### config.mk
export PLATFORM = sky130hd
export DESIGN_NAME = job_target_dispatcher_unit
export DESIGN_NICKNAME = d
export VERILOG_FILES = /design/src/sv/jtd_pkg.sv /design/src/sv/jtd_ctrl.sv /design/src/sv/jtd_dpath.sv /design/src/sv/job_target_dispatcher_unit.sv
export SDC_FILE = /design/constraint.sdc
export NUM_CORES = 1
export LEC_CHECK = 0
export BUFFER_PORTS_ARGS = -buffer_cell sky130_fd_sc_hd__buf_2
export CAP_MARGIN = 20
export CORE_UTILIZATION = 50
export CTS_BUF_LIST = sky130_fd_sc_hd__clkbuf_8
export CTS_CLUSTER_SIZE = 24
export DETAILED_ROUTE_END_ITERATION = 8
export PLACE_DENSITY = 0.75
export SYNTH_ARGS = -nofsm -noshare
export SYNTH_HDL_FRONTEND = slang
export SYNTH_SLANG_ARGS = --single-unit
### constraint.sdc
create_clock -name clk -period 8.6 [get_ports clk]
set_clock_uncertainty 0.2 [all_clocks]
set_input_delay 2.58 -clock clk [delete_from_list [all_inputs] [get_ports clk]]
set_output_delay 2.58 -clock clk [all_outputs]
set_load 0.1 [all_outputs]
### src/sv/jtd_pkg.sv
// Shared constants, codes and controller/datapath handshake types for the
// job target dispatcher. No dependencies.
package jtd_pkg;

  localparam int NUM_CPUS   = 16;
  localparam int COUNT_BITS = 8;
  localparam int CPU_W      = (NUM_CPUS > 1) ? $clog2(NUM_CPUS) : 1;
  localparam int MASK_W     = 16;
  localparam logic [COUNT_BITS-1:0] COUNT_MAX = {COUNT_BITS{1'b1}};

  // op codes
  localparam logic [1:0] OP_QUEUE    = 2'd0;
  localparam logic [1:0] OP_COMPLETE = 2'd1;
  localparam logic [1:0] OP_CALLIN   = 2'd2;

  // status codes
  localparam logic [1:0] ST_QUEUED = 2'd0;
  localparam logic [1:0] ST_LOCAL  = 2'd1;
  localparam logic [1:0] ST_REJECT = 2'd2;
  localparam logic [1:0] ST_ACK    = 2'd3;

  // configuration register indexes
  localparam logic REG_AVAILABLE = 1'b0;
  localparam logic REG_PRIMARY   = 1'b1;

  typedef struct packed {
    logic load;       // latch a new transaction, clear scan state
    logic scan_step;  // examine one processor entry, advance the index
    logic resolve;    // settle the target and action
    logic update;     // read-modify-write the target entry, drive the result
  } dp_cmd_t;

  typedef struct packed {
    logic need_scan;  // queue request with no explicit target
    logic scan_last;  // scan index is at the last processor
  } dp_stat_t;

endpackage

### src/sv/jtd_ctrl.sv
// Sequencing state machine of the job target dispatcher.
// Depends on jtd_pkg for the command and status structs.
module jtd_ctrl (
  input  logic             clk,
  input  logic             rst_n,
  input  logic             start,
  output logic             busy,
  output jtd_pkg::dp_cmd_t cmd,
  input  jtd_pkg::dp_stat_t stat
);
  import jtd_pkg::*;

  localparam logic [2:0] S_IDLE    = 3'd0;
  localparam logic [2:0] S_DECODE  = 3'd1;
  localparam logic [2:0] S_SCAN    = 3'd2;
  localparam logic [2:0] S_RESOLVE = 3'd3;
  localparam logic [2:0] S_UPDATE  = 3'd4;

  logic [2:0] state_r, state_nxt;

  always_ff @(posedge clk) begin
    if (!rst_n) begin
      state_r <= S_IDLE;
    end else begin
      state_r <= state_nxt;
    end
  end

  always_comb begin
    state_nxt = state_r;
    cmd       = '0;
    case (state_r)
      S_IDLE: begin
        if (start) begin
          cmd.load  = 1'b1;
          state_nxt = S_DECODE;
        end
      end
      S_DECODE: begin
        state_nxt = stat.need_scan ? S_SCAN : S_RESOLVE;
      end
      S_SCAN: begin
        cmd.scan_step = 1'b1;
        if (stat.scan_last) begin
          state_nxt = S_RESOLVE;
        end
      end
      S_RESOLVE: begin
        cmd.resolve = 1'b1;
        state_nxt   = S_UPDATE;
      end
      S_UPDATE: begin
        cmd.update = 1'b1;
        state_nxt  = S_IDLE;
      end
      default: begin
        state_nxt = S_IDLE;
      end
    endcase
  end

  assign busy = (state_r != S_IDLE);

endmodule

### src/sv/jtd_dpath.sv
// Datapath of the job target dispatcher: per-processor count and flag store,
// scan accumulators, target resolution and result registers. Uses jtd_pkg.
module jtd_dpath (
  input  logic                  clk,
  input  logic                  rst_n,
  input  jtd_pkg::dp_cmd_t      cmd,
  output jtd_pkg::dp_stat_t     stat,
  input  logic [1:0]            in_op,
  input  logic [3:0]            in_requester_cpu,
  input  logic                  in_target_given,
  input  logic [3:0]            in_target_cpu,
  input  logic                  in_job_no_return,
  input  logic [jtd_pkg::MASK_W-1:0] avail_mask,
  input  logic [jtd_pkg::MASK_W-1:0] prim_mask,
  output logic                  out_valid,
  output logic [1:0]            out_status,
  output logic [3:0]            out_chosen_cpu,
  output logic                  out_no_return_warning,
  output logic [7:0]            out_count_after,
  output logic                  out_count_saturated
);
  import jtd_pkg::*;

  localparam logic [2:0] ACT_NONE   = 3'd0;
  localparam logic [2:0] ACT_QUEUE  = 3'd1;
  localparam logic [2:0] ACT_LOCAL  = 3'd2;
  localparam logic [2:0] ACT_REJECT = 3'd3;
  localparam logic [2:0] ACT_DEC    = 3'd4;
  localparam logic [2:0] ACT_CLR    = 3'd5;

  // per-processor state
  logic [COUNT_BITS-1:0] cnt_r [NUM_CPUS];
  logic [NUM_CPUS-1:0]   flag_r;

  // latched transaction
  logic [1:0] op_r;
  logic [3:0] req_r;
  logic       given_r;
  logic [3:0] tgt_r;
  logic       nret_r;

  // scan state
  logic [CPU_W-1:0]      scan_idx_r;
  logic                  fp_v_r, fi_v_r, best_v_r;
  logic [CPU_W-1:0]      fp_idx_r, fi_idx_r, best_idx_r;
  logic [COUNT_BITS-1:0] best_cnt_r;

  // resolved action
  logic [2:0]       act_r;
  logic [CPU_W-1:0] idx_r;

  // result registers
  logic       valid_r;
  logic [1:0] status_r;
  logic [3:0] chosen_r;
  logic       warn_r;
  logic [7:0] cnt_out_r;
  logic       sat_r;

  // single read port of the entry store
  logic [CPU_W-1:0]      rd_addr;
  logic [COUNT_BITS-1:0] rd_cnt;
  logic                  rd_flag;
  logic                  eligible;
  logic                  tgt_in_range;
  logic                  tgt_avail;

  assign rd_addr = cmd.scan_step ? scan_idx_r : idx_r;
  assign rd_cnt  = cnt_r[rd_addr];
  assign rd_flag = flag_r[rd_addr];

  assign eligible = (32'(scan_idx_r) < MASK_W) && avail_mask[4'(scan_idx_r)]
                    && (32'(scan_idx_r) != 32'(req_r)) && !rd_flag;

  assign tgt_in_range = (32'(tgt_r) < NUM_CPUS);
  assign tgt_avail    = tgt_in_range && avail_mask[tgt_r];

  assign stat.need_scan = (op_r == OP_QUEUE) && !given_r;
  assign stat.scan_last = (scan_idx_r == CPU_W'(NUM_CPUS - 1));

  // transaction latch and scan accumulators
  always_ff @(posedge clk) begin
    if (cmd.load) begin
      op_r    <= in_op;
      req_r   <= in_requester_cpu;
      given_r <= in_target_given;
      tgt_r   <= in_target_cpu;
      nret_r  <= in_job_no_return;
    end
  end

  always_ff @(posedge clk) begin
    if (!rst_n) begin
      scan_idx_r <= '0;
      fp_v_r     <= 1'b0;
      fi_v_r     <= 1'b0;
      best_v_r   <= 1'b0;
    end else if (cmd.load) begin
      scan_idx_r <= '0;
      fp_v_r     <= 1'b0;
      fi_v_r     <= 1'b0;
      best_v_r   <= 1'b0;
    end else if (cmd.scan_step) begin
      scan_idx_r <= scan_idx_r + 1'b1;
      if (eligible) begin
        if (rd_cnt == '0 && prim_mask[4'(scan_idx_r)] && (32'(scan_idx_r) < MASK_W)
            && !fp_v_r) begin
          fp_v_r <= 1'b1;
        end
        if (rd_cnt == '0 && !fi_v_r) begin
          fi_v_r <= 1'b1;
        end
        if (!best_v_r || rd_cnt < best_cnt_r) begin
          best_v_r <= 1'b1;
        end
      end
    end
  end

  always_ff @(posedge clk) begin
    if (cmd.scan_step && eligible) begin
      if (rd_cnt == '0 && prim_mask[4'(scan_idx_r)] && (32'(scan_idx_r) < MASK_W)
          && !fp_v_r) begin
        fp_idx_r <= scan_idx_r;
      end
      if (rd_cnt == '0 && !fi_v_r) begin
        fi_idx_r <= scan_idx_r;
      end
      if (!best_v_r || rd_cnt < best_cnt_r) begin
        best_idx_r <= scan_idx_r;
        best_cnt_r <= rd_cnt;
      end
    end
  end

  // target: given, else first idle primary, first idle, least loaded, local
  always_ff @(posedge clk) begin
    if (cmd.resolve) begin
      idx_r <= CPU_W'(tgt_r);
      case (op_r)
        OP_QUEUE: begin
          if (given_r) begin
            if (!tgt_avail) begin
              act_r <= ACT_REJECT;
            end else if (tgt_r == req_r) begin
              act_r <= ACT_LOCAL;
            end else begin
              act_r <= ACT_QUEUE;
            end
          end else if (fp_v_r) begin
            act_r <= ACT_QUEUE;
            idx_r <= fp_idx_r;
          end else if (fi_v_r) begin
            act_r <= ACT_QUEUE;
            idx_r <= fi_idx_r;
          end else if (best_v_r) begin
            act_r <= ACT_QUEUE;
            idx_r <= best_idx_r;
          end else begin
            act_r <= ACT_LOCAL;
          end
        end
        OP_COMPLETE: act_r <= tgt_in_range ? ACT_DEC : ACT_NONE;
        OP_CALLIN:   act_r <= tgt_in_range ? ACT_CLR : ACT_NONE;
        default:     act_r <= ACT_NONE;
      endcase
    end
  end

  // read-modify-write of the target entry
  always_ff @(posedge clk) begin
    if (!rst_n) begin
      for (int i = 0; i < NUM_CPUS; i++) begin
        cnt_r[i] <= '0;
      end
      flag_r <= '0;
    end else if (cmd.update) begin
      case (act_r)
        ACT_QUEUE: begin
          if (nret_r) begin
            flag_r[idx_r] <= 1'b1;
          end else if (rd_cnt != COUNT_MAX) begin
            cnt_r[idx_r] <= rd_cnt + 1'b1;
          end
        end
        ACT_DEC: begin
          if (rd_cnt != '0) begin
            cnt_r[idx_r] <= rd_cnt - 1'b1;
          end
        end
        ACT_CLR: flag_r[idx_r] <= 1'b0;
        default: ;
      endcase
    end
  end

  always_ff @(posedge clk) begin
    if (!rst_n) begin
      valid_r <= 1'b0;
    end else begin
      valid_r <= cmd.update;
    end
  end

  always_ff @(posedge clk) begin
    if (cmd.update) begin
      chosen_r  <= tgt_r;
      status_r  <= ST_ACK;
      warn_r    <= 1'b0;
      cnt_out_r <= '0;
      sat_r     <= 1'b0;
      case (act_r)
        ACT_QUEUE: begin
          status_r <= ST_QUEUED;
          chosen_r <= 4'(idx_r);
          warn_r   <= rd_flag;
          if (nret_r) begin
            cnt_out_r <= 8'(rd_cnt);
          end else if (rd_cnt == COUNT_MAX) begin
            cnt_out_r <= 8'(rd_cnt);
            sat_r     <= 1'b1;
          end else begin
            cnt_out_r <= 8'(rd_cnt + 1'b1);
          end
        end
        ACT_LOCAL: begin
          status_r <= ST_LOCAL;
          chosen_r <= req_r;
        end
        ACT_REJECT: status_r <= ST_REJECT;
        ACT_DEC: cnt_out_r <= 8'((rd_cnt != '0) ? rd_cnt - 1'b1 : rd_cnt);
        ACT_CLR: cnt_out_r <= 8'(rd_cnt);
        default: ;
      endcase
    end
  end

  assign out_valid             = valid_r;
  assign out_status            = status_r;
  assign out_chosen_cpu        = chosen_r;
  assign out_no_return_warning = warn_r;
  assign out_count_after       = cnt_out_r;
  assign out_count_saturated   = sat_r;

endmodule

### src/sv/job_target_dispatcher_unit.sv
// Job target dispatcher top level: configuration registers, controller and
// datapath. Depends on jtd_pkg, jtd_ctrl and jtd_dpath.
// A transaction needing a target search passes decode, scan, resolve and update,
// scanning the entry store one processor a cycle; all others skip the scan.
// out_valid is registered from the update step. busy falls as out_valid rises,
// so a new transaction is taken only after the previous one has finished.
// rst_n (synchronous) zeroes every count and flag, sets available_mask to 0
// and primary_mask to all ones; the result port cannot be stalled.
module job_target_dispatcher_unit (
  input  logic        clk,
  input  logic        rst_n,
  // command channel
  input  logic        start,
  output logic        busy,
  input  logic [1:0]  in_op,
  input  logic [3:0]  in_requester_cpu,
  input  logic        in_target_given,
  input  logic [3:0]  in_target_cpu,
  input  logic        in_job_no_return,
  // result channel, one cycle strobe
  output logic        out_valid,
  output logic [1:0]  out_status,
  output logic [3:0]  out_chosen_cpu,
  output logic        out_no_return_warning,
  output logic [7:0]  out_count_after,
  output logic        out_count_saturated,
  // configuration port
  input  logic        psel,
  input  logic        penable,
  input  logic        pwrite,
  input  logic [2:0]  paddr,
  input  logic [31:0] pwdata,
  output logic [31:0] prdata,
  output logic        pready
);
  import jtd_pkg::*;

  logic [MASK_W-1:0] avail_r, prim_r;
  logic              cfg_wr;
  dp_cmd_t           cmd;
  dp_stat_t          stat;

  // Register select is paddr[2]: available_mask at 0, primary_mask at 4.
  assign pready = 1'b1;
  assign cfg_wr = psel && penable && pwrite;

  always_ff @(posedge clk) begin
    if (!rst_n) begin
      avail_r <= '0;
      prim_r  <= '1;
    end else if (cfg_wr) begin
      case (paddr[2])
        REG_AVAILABLE: avail_r <= pwdata[MASK_W-1:0];
        REG_PRIMARY:   prim_r  <= pwdata[MASK_W-1:0];
        default: ;
      endcase
    end
  end

  // Read back, zero-extended to the bus.
  always_comb begin
    case (paddr[2])
      REG_AVAILABLE: prdata = 32'(avail_r);
      REG_PRIMARY:   prdata = 32'(prim_r);
      default:       prdata = '0;
    endcase
  end

  // Controller: idle, decode, scan, resolve, update.
  jtd_ctrl u_ctrl (
    .clk   (clk),
    .rst_n (rst_n),
    .start (start),
    .busy  (busy),
    .cmd   (cmd),
    .stat  (stat)
  );

  // Datapath: entry store, scan accumulators, result registers.
  jtd_dpath u_dpath (
    .clk                   (clk),
    .rst_n                 (rst_n),
    .cmd                   (cmd),
    .stat                  (stat),
    .in_op                 (in_op),
    .in_requester_cpu      (in_requester_cpu),
    .in_target_given       (in_target_given),
    .in_target_cpu         (in_target_cpu),
    .in_job_no_return      (in_job_no_return),
    .avail_mask            (avail_r),
    .prim_mask             (prim_r),
    .out_valid             (out_valid),
    .out_status            (out_status),
    .out_chosen_cpu        (out_chosen_cpu),
    .out_no_return_warning (out_no_return_warning),
    .out_count_after       (out_count_after),
    .out_count_saturated   (out_count_saturated)
  );

endmodule
==> run metrics <==
vias per cell 6.38; VDD IR max 0.214 mV; # fillers 2203; crit path max fanout 30; worst-skew pair later-pin latency 560 ps; cell taking the most area after synthesis edfxtp_1; minimum clock period 6970 ps; syn avg cell area 11.0 sq um; core region area 26000 sq um; CTS clk-pin slew, worst paths 70 ps; EDFF count, synth 183; Core Util, Final 0.557; crit share post-route 0.810; register bit total from synthesis 242; initial DRC count 1468; Antenna Nets Post-Route 0; cell area after layout 14500 sq um; total wire length 36.3 mm; Final GP Congestion 0.964; # port buffers 68; worst path cell trace or3b_2, buf_4, mux2i_4, nand2_1, a211oi_1, a31oi_1, and2_1, inv_1, ha_1, and2_1, a22o_1, o21ai_1, nor3_2, a31oi_2, buf_4, o2111ai_2, nand2_1; Max-cap violations 0; RSZ-0062 raised after global routing false; area of the multi-input gates 5840 sq um; fmax 143 MHz; Net Sw Frac 0.401; Clk Tree Root Cell clkbuf_8; Synth area leaders edfxtp_1 42%, dfxtp_1 8.9%, mux4_2 4.8%; die area 27100 sq um; Nets 1312; Cell variety after synth 92; cts repair resizes 0; Crit Path Class flip-flop to flip-flop; register area 6680 sq um; initial antenna violation count 0; Int Pwr 2.28 mW; required time worst endpoint 8570 ps; Setup WS pre-CTS 1730 ps; Post-Syn Area 13200 sq um; count leader, synth edfxtp_1; most common library cells after synthesis 183 x edfxtp_1, 144 x nor2_1, 134 x nand2_1, 59 x dfxtp_1, 55 x mux2i_1; Max Slew Vio Count 0; Starting Density 0.509; setup violators final 0; CTS tree yes; register share of total power 0.363; sequential fraction of the synthesis area 0.505; Leak Pwr 5.23 nW; die height 165 microns; DP Area 13600 sq um; first-pass GRT wire length 55.4 mm; Synth Flop Type edfxtp_1; Worst R2R Setup Slack 1630 ps; combinational share of power 0.365; Inserted Diodes 0; Cell Rows 59; wire per inst 22.5 microns; All-Layer GR Usage 0.270; Synth top area share 0.416; Post-route DRC 0; area added between synthesis and finish 9.61%; asr flop ratio synth 0; Die W 165 microns; crit start category flip-flop; worst hold slack 284 ps; setup TNS 0 ps; power per cell area 263 nW/um^2; number of global-route vias before repair 9899; max incr delay on CP 830 ps; postcts setup bufs 0; Worst Path Arrival 6940 ps; Hold-fix buffers, CTS 0; Vias 10300; crit path capture type flip-flop; Least-Margin Pin Slew 1140 ps; status finished clean; DP HPWL 23.8 mm; TritonRoute pass-1 iters 6; CTS buffer count 41; endpoints failing hold 0; Final Worst Setup Slack 1630 ps; IO Pins 104; synthesis warning total 0; max_slew headroom 0.240; CTS sink count 242; layout cell share with drive strength beyond 1 0.218; Clock Path Buffers 3; pin count of the biggest net entering global routing 41; worst min-delay path class flip-flop to flip-flop; slowest stage cell, crit path or3b_2; clock network power share 0.272; # H-tree levels 2; Cells after Synth 1202; GRT overflow 0; sw power 1.53 mW
-- cells by family (layout without fill, tap and decap cells) --
group | after synthesis | count (layout) | share of synthesized area
AOI/OAI and AO/OA | 232 | 232 | 0.144
xor gates and xnor gates | 13 | 13 | 0.00862
adders and majority gates | 12 | 12 | 0.0114
buffers and inverters | 151 | 212 | 0.0571
DFF | 242 | 242 | 0.505
muxes | 116 | 116 | 0.119
other | 2 | 17 | 0.000568
and+or+nand+nor | 434 | 434 | 0.153
-- state kept, by name, indices dropped and copies added, names as in the netlist, 2 cells and up, named ones only --
name,cells
avail_r,16
prim_r,16
u_ctrl.state_r,3
u_dpath.act_r,3
u_dpath.best_cnt_r,8
u_dpath.best_idx_r,4
u_dpath.cnt_r,128
u_dpath.fi_idx_r,4
u_dpath.fp_idx_r,4
u_dpath.idx_r,4
u_dpath.op_r,2
u_dpath.out_chosen_cpu,4
u_dpath.out_count_after,8
u_dpath.out_status,2
u_dpath.req_r,4
u_dpath.scan_idx_r,4
u_dpath.tgt_r,4
-- per-stage QoR --
stage	total power, mW	std cells
floorplan	2.39	1217
global placement	2.71	1534
detailed placement	2.73	1534
CTS	3.75	1608
global route	3.93	1613
finish	3.81	1613
-- final cells by class --
cell class / count / share of cell area
Timing Repair Buffer: 94 / 0.0380
Inverter: 44 / 0.0117
Tap cell: 335 / 0.0289
Clock inverter: 26 / 0.0111
Multi-Input combinational cell: 824 / 0.404
Clock buffer: 48 / 0.0456
Sequential cell: 242 / 0.461
-- power groups by stage --
stage	combinational [mW]	sequential (mW)	clock (mW)
floorplan	0.988	1.40	0
global placement	1.31	1.40	0
detailed placement	1.33	1.41	0
CTS	1.33	1.38	1.04
global route	1.44	1.39	1.09
finish	1.39	1.38	1.03
-- worst max-delay path: cells and delay by family, from the launching register on --
| kind | cells | cell delay [ps] |
|---|---|---|
| AOI/OAI and AO/OA | 6 | 1450 |
| adders and majority gates | 1 | 310 |
| buffers and inverters | 3 | 870 |
| DFF | 1 | 550 |
| muxes | 1 | 580 |
| and+or+nand+nor | 6 | 2600 |
-- placed cells by master, fill, tap and decap left out, types with 5 or more instances in the layout --
master / count
a211oi_1: 31
a21boi_0: 5
a21o_1: 5
a21oi_1: 48
a22o_1: 5
a22oi_1: 5
a311oi_1: 16
a31oi_1: 5
and2_1: 12
buf_2: 68
buf_4: 24
clkbuf_8: 48
clkinv_1: 5
conb_1: 17
dfxtp_1: 58
edfxtp_1: 183
ha_1: 12
inv_1: 51
mux2_2: 30
mux2i_1: 55
mux4_2: 28
nand2_1: 134
nand2b_1: 11
nand3_1: 34
nand4_1: 5
nor2_1: 144
nor2b_1: 5
nor3_1: 42
nor3_2: 11
nor4_1: 8
o2111ai_2: 16
o21ai_0: 13
o22a_1: 7
o31ai_1: 5
xnor2_1: 10
-- per-layer routing --
layer,up-vias,global-route usage,wire length (microns)
li1,4547,-,-
met1,5045,0.353,14400
met2,596,0.441,17200
met3,101,0.0490,3530
met4,0,0.112,1200
met5,-,0,0
-- path summary, 6_finish.rpt --
check	from	end	cells after the start
max	u_ctrl.state_r[0]	u_dpath.cnt_r[2][0]	17
min	flip-flop	flip-flop	2
max reg2reg	u_ctrl.state_r[0]	u_dpath.cnt_r[2][0]	17
min reg2reg	flip-flop	flip-flop	2
Power figures use the tool's default switching activity.
